$ cat config.mk
export PLATFORM = sky130hd
export DESIGN_NAME = apt_sat_sum
export DESIGN_NICKNAME = d
export VERILOG_FILES = /design/src/design/apt_pkg.sv /design/src/design/apt_sat_sum.sv
export SDC_FILE = /design/constraint.sdc
export NUM_CORES = 1
export LEC_CHECK = 0
export BUFFER_PORTS_ARGS = -buffer_cell sky130_fd_sc_hd__buf_2
export CAP_MARGIN = 25
export CORE_MARGIN = 2
export CORE_UTILIZATION = 30
export DETAILED_ROUTE_END_ITERATION = 10
export GPL_ROUTABILITY_DRIVEN = 0
export MAX_ROUTING_LAYER = met4
export SLEW_MARGIN = 10
export SYNTH_ARGS = -nofsm -noshare
export SYNTH_HDL_FRONTEND = slang
export SYNTH_SLANG_ARGS = --single-unit
$ cat constraint.sdc
create_clock -name vclk -period 5.5
set_input_delay 0.55 -clock vclk [all_inputs]
set_output_delay 0.55 -clock vclk [all_outputs]
set_load 0.02 [all_outputs]
$ cat src/design/apt_pkg.sv
// Shared request codes, field widths and matrix dimensions for the affine point transform.
package apt_pkg;

  localparam int TYPE_W = 2;
  localparam int IDX_W  = 2;

  localparam int NUM_ROWS  = 4;
  localparam int NUM_COLS  = 3;
  localparam int NUM_AXES  = 3;

  localparam logic [TYPE_W-1:0] REQ_LOAD   = 2'd0;
  localparam logic [TYPE_W-1:0] REQ_VECTOR = 2'd1;
  localparam logic [TYPE_W-1:0] REQ_POINT  = 2'd2;

  localparam logic [IDX_W-1:0] ROW_TRANS = 2'd3;
  localparam logic [IDX_W-1:0] COL_LIMIT = 2'd3;

endpackage

$ cat src/design/apt_sat_sum.sv
// One output column: add three scaled products and optional translation, then saturate.
module apt_sat_sum import apt_pkg::*; #(
  parameter int COORD_WIDTH = 32,
  parameter int FRAC_BITS   = 16
) (
  input  logic signed [2*COORD_WIDTH-FRAC_BITS-1:0] prod0,
  input  logic signed [2*COORD_WIDTH-FRAC_BITS-1:0] prod1,
  input  logic signed [2*COORD_WIDTH-FRAC_BITS-1:0] prod2,
  input  logic signed [COORD_WIDTH-1:0]             trans,
  input  logic                                      add_trans,
  output logic signed [COORD_WIDTH-1:0]             sum,
  output logic                                      clip
);

  localparam int W  = COORD_WIDTH;
  localparam int PW = 2 * COORD_WIDTH - FRAC_BITS;
  localparam int SW = PW + 2;

  localparam logic signed [W-1:0] MAX_VAL = {1'b0, {(W-1){1'b1}}};
  localparam logic signed [W-1:0] MIN_VAL = {1'b1, {(W-1){1'b0}}};

  logic signed [SW-1:0] total;
  logic signed [SW-1:0] trans_ext;
  logic [SW-W:0]        upper;

  always_comb begin
    trans_ext = add_trans ? SW'(trans) : '0;
    total     = SW'(prod0) + SW'(prod1) + SW'(prod2) + trans_ext;
    upper     = total[SW-1:W-1];
    // in range only when every bit above the result's sign agrees with it
    clip      = !((&upper) || !(|upper));
    if (clip) begin
      sum = total[SW-1] ? MIN_VAL : MAX_VAL;
    end else begin
      sum = total[W-1:0];
    end
  end

endmodule

* Word level (Yosys, flattened, before mapping)
Index checks and enable logic that the tools add are counted.
** Word-level totals
- Register bits after elaboration :: 0
- Input bits :: 177
- Output and inout bits :: 33
- Word-level logic and storage cells :: 11
** Cells by class
- $add $sub $neg :: 3
- Muxes and demuxes :: 3
- Reduce and logical (&&, ||, !) cells :: 5
** Operators by type and width (count)
- $mux 32 :: 2
- $add 49x48->50 :: 1
- $add 50x50->50 :: 1
- $mux 50 :: 1
- $add 48x48->49 :: 1
- $reduce_and 19->1 :: 1
- $reduce_or 19->1 :: 1
- $logic_not 1->1 :: 2
- $logic_or 1x1->1 :: 1

* Depth between registers and ports, before layout
- Depth after elaboration :: 7
- Depth in mapped cells :: 18

* Least setup slack after synthesis
No wires, ideal clock.
- Path type :: input to output
- Start point :: input port prod0[1]
- End point :: output port sum[14]
- Arrival :: 5052 ps
- Required time :: 4950 ps
- Setup slack :: -102 ps
- Cell stages on the path :: 18
- Cells stage by stage :: inv_1 fa_1 inv_1 fa_1 ha_1 fa_1 a21o_1 a221o_1 nand4_1 a31oi_1 nor4b_1 nor2_1 xnor2_1 and4_1 clkbuf_1 a31oi_2 buf_4 a211oi_1
** Between the ends
- Word-level cells in the longest chain between the ends :: 7
- Elaborated cells on any way between the ends :: 9
- Classes of those cells :: add/sub (3); mux (2); reduce/logical (4)
** Ends and longest elaborated chain
- from (decl) :: RTL line apt_sat_sum.sv:6 : input logic signed [2*COORD_WIDTH-FRAC_BITS-1:0] prod0,
- $add 48x48->49 * :: RTL line apt_sat_sum.sv:28 : total = SW'(prod0) + SW'(prod1) + SW'(prod2) + trans_ext;
- $add 49x48->50 * :: RTL line apt_sat_sum.sv:28
- $add 50x50->50 * :: RTL line apt_sat_sum.sv:28
- $reduce_or 19->1 :: RTL line apt_sat_sum.sv:31 : clip = !((&upper) || !(|upper));
- $logic_not 1->1 :: RTL line apt_sat_sum.sv:31
- $logic_or 1x1->1 :: RTL line apt_sat_sum.sv:31
- $mux 32 * :: RTL line apt_sat_sum.sv:32 : if (clip) begin
- to (decl) :: RTL line apt_sat_sum.sv:11 : output logic signed [COORD_WIDTH-1:0] sum,
Mark *: on every way between the ends. The rest lies on a longest branch, timed or not.

* Final worst setup path
- Start point :: input port prod0[1]
- End point :: output port sum[20]
The elaborated chain is that of the path after synthesis.

==> impl_metrics.toml <==
[run_status]
status = "complete, but fails checks"
violations = "negative setup slack"

[yosys]
yosysMostFrequentCell = "inv_1"
ys.warnings.count = 0
netlist_instances = 878
yosysTopAreaCell = "fa_1"
synthDistinctLibCells = 65
synth_seq_area_share_pct = 0
syn_avg_cell_area_um2 = 7.33
netlist_area_um2 = 6430
synth_top_area_share_pct = 30.2
synth_nets = 1201
synthTopCellsByCount = "inv_1, fa_1, nand2_1"
synth_top_cells_by_area = "fa_1, inv_1, ha_1"

[setup_path]
worstPathMaxFanout = 6
slowest_stage = "fa_1"
worstSetupPathType = "in -> out"
cp-start-kind = "input port"
crit_path_cell_trace = "buf_6 > inv_2 > fa_1 > inv_2 > fa_1 > ha_2 > fa_2 > a21o_1 > a221o_1 > nand4_1 > a31oi_2 > nor4b_2 > nor2_1 > xnor2_1 > or4_4 > o31ai_4 > buf_12 > buf_12 > o21ai_1 > buf_2"
end_kind = "primary output"
critPathCapture = "sum[20]"
arrival_ns = 5.15
worstPathRequired_ns = 4.95
crit_path_max_incr_delay_ns = 0.57
startpoint = "prod0[1]"

[timing]
tns_ns = -5.12
worst_slew_pin_slew_ns = 0.544
rsz0062_at_grt = "true"
fin_crit_ns = 5.70
final_max_slew_viol_count = 0
finalSetupViolCount = 32
max_clock_freq_ghz = 0.175
fin_crit_sh_pct = 104
finalHoldViolCount = 0
setup_slack_ns = -0.203
slew-limit-headroom_pct = 63.5

[final_layout]
diodes = 0
final_layout_size_suffix_gt1_share_pct = 33.3
multiInputGateArea_um2 = 5820
seqCellArea_um2 = 0
finalInstanceArea_um2 = 9190
nets = 1501
nFlopsAndLatches = 0
nFillCells = 2197
area_delta_synth_final_pct = 42.9
final_util_pct = 43.7
clkbuf_count = 0
final_cells = 1451

[floorplanning]
die-width_um = 150
die_area_um2 = 22600
coreArea_um2 = 21000
ios = 210
die_y_um = 150
start_util_pct = 30.6
rows = 53

[drt]
wl_um = 20300
dr.pass1.iters = 5
antenna_left = 0
drt_iter0_drc = 346
drc = 0
num_vias = 6978
wire_per_inst_um = 14.0
via_per_inst = 4.81

[placement]
hpwl_um = 17300
dpl_cell_area_um2 = 8480
dp_cells = 1435
portBuffers = 210
dp_slack_ns = -0.351

[job]
drv_cap = 0

[grt]
grt_max_degree = 23
grt_pass1_vias = 7005
antenna_found_initial = 0
grt_use_total_pct = 18.0
grt_pass1_wl_um = 32800
grt-ovfl-total = 0

[pwr]
power.leakage_nw = 4.89
power_density_nw_per_um2 = 439
peakVddDrop_mv = 0.300

[worst_hold_path]
hp-class = "in -> out"
worstHoldStart = "trans[0]"

[clock_tree]
hold_buffers = 0
through the flow:
stage | hold slack, ns | power, mW
2_1_floorplan | 1.68 | 2.09
3_3_place_gp | 1.78 | 3.26
3_5_place_dp | 1.80 | 3.28
4_1_cts | 1.77 | 3.63
5_1_grt | 1.79 | 4.39
6_report | 1.74 | 4.04
cell usage in the layout (no fill, tap or decap), types with 19 or more instances in the layout:
cell	netlist	layout
a21oi_1	61	56
ha_1	49	43
buf_2	9	186
fa_1	97	96
a21o_1	19	19
nor2_1	31	30
xnor2_1	24	23
inv_1	232	228
buf_4	1	108
nand4_1	22	22
nand2_1	79	79
buf_6	2	21
o21ai_0	36	29
kinds of logic after synthesis:
kind of cell             after synthesis  synth area share, %
buffers and inverters                257                 15.5
XOR/XNOR                              42                 5.83
adder cells (fa/ha/maj)              146                 39.7
AO/OA/AOI/OAI                        223                 22.4
multiplexers                           2                0.311
AND/OR/NAND/NOR                      208                 16.3
layout make-up:
cell class         count  area share (%)
inverters            232            9.47
multi-input cells    621            63.3
well taps            275            3.74
repair buffers       323            23.5
power by group:
part | internal, mW | switching, mW
Sequential | 0 | 0
Clock | 0 | 0
Combinational | 1.81 | 2.23
Total | 1.81 | 2.23
worst max-delay path, delay by kind of cell:
kind / cells / cell delay (ns)
buffers and inverters: 6 / 0.65
adders and majority gates: 4 / 1.60
xor gates and xnor gates: 1 / 0.14
AOI/OAI and AO/OA: 5 / 1.07
and+or+nand+nor: 4 / 1.13
worst min path at each step:
stage	end	slack [ns]	cells past startpoint
final	sum[0]	1.74	6
after global routing	sum[0]	1.79	6
after CTS	sum[0]	1.77	6
after detailed placement	sum[0]	1.80	6
after global placement	sum[0]	1.78	6
after floorplan	sum[0]	1.68	4
what timing repair did:
action                                  CTS  global route
pin swaps                                 8             9
endpoints found under the setup margin   32            32
hold endpoints to repair                  0             0
gates cloned                              2             1
buffers inserted                          9             5
gates resized for setup                  49            70
routing by layer:
metal | track usage (%) | share of wire (%) | vias up
met4 | 1.89 | 1.1 | 0
met5 | - | 0 | -
met3 | 0.697 | 6.7 | 25
met2 | 30.9 | 47 | 241
met1 | 24.6 | 45 | 3254
li1 | - | - | 3458
Power figures use the tool's default switching activity.
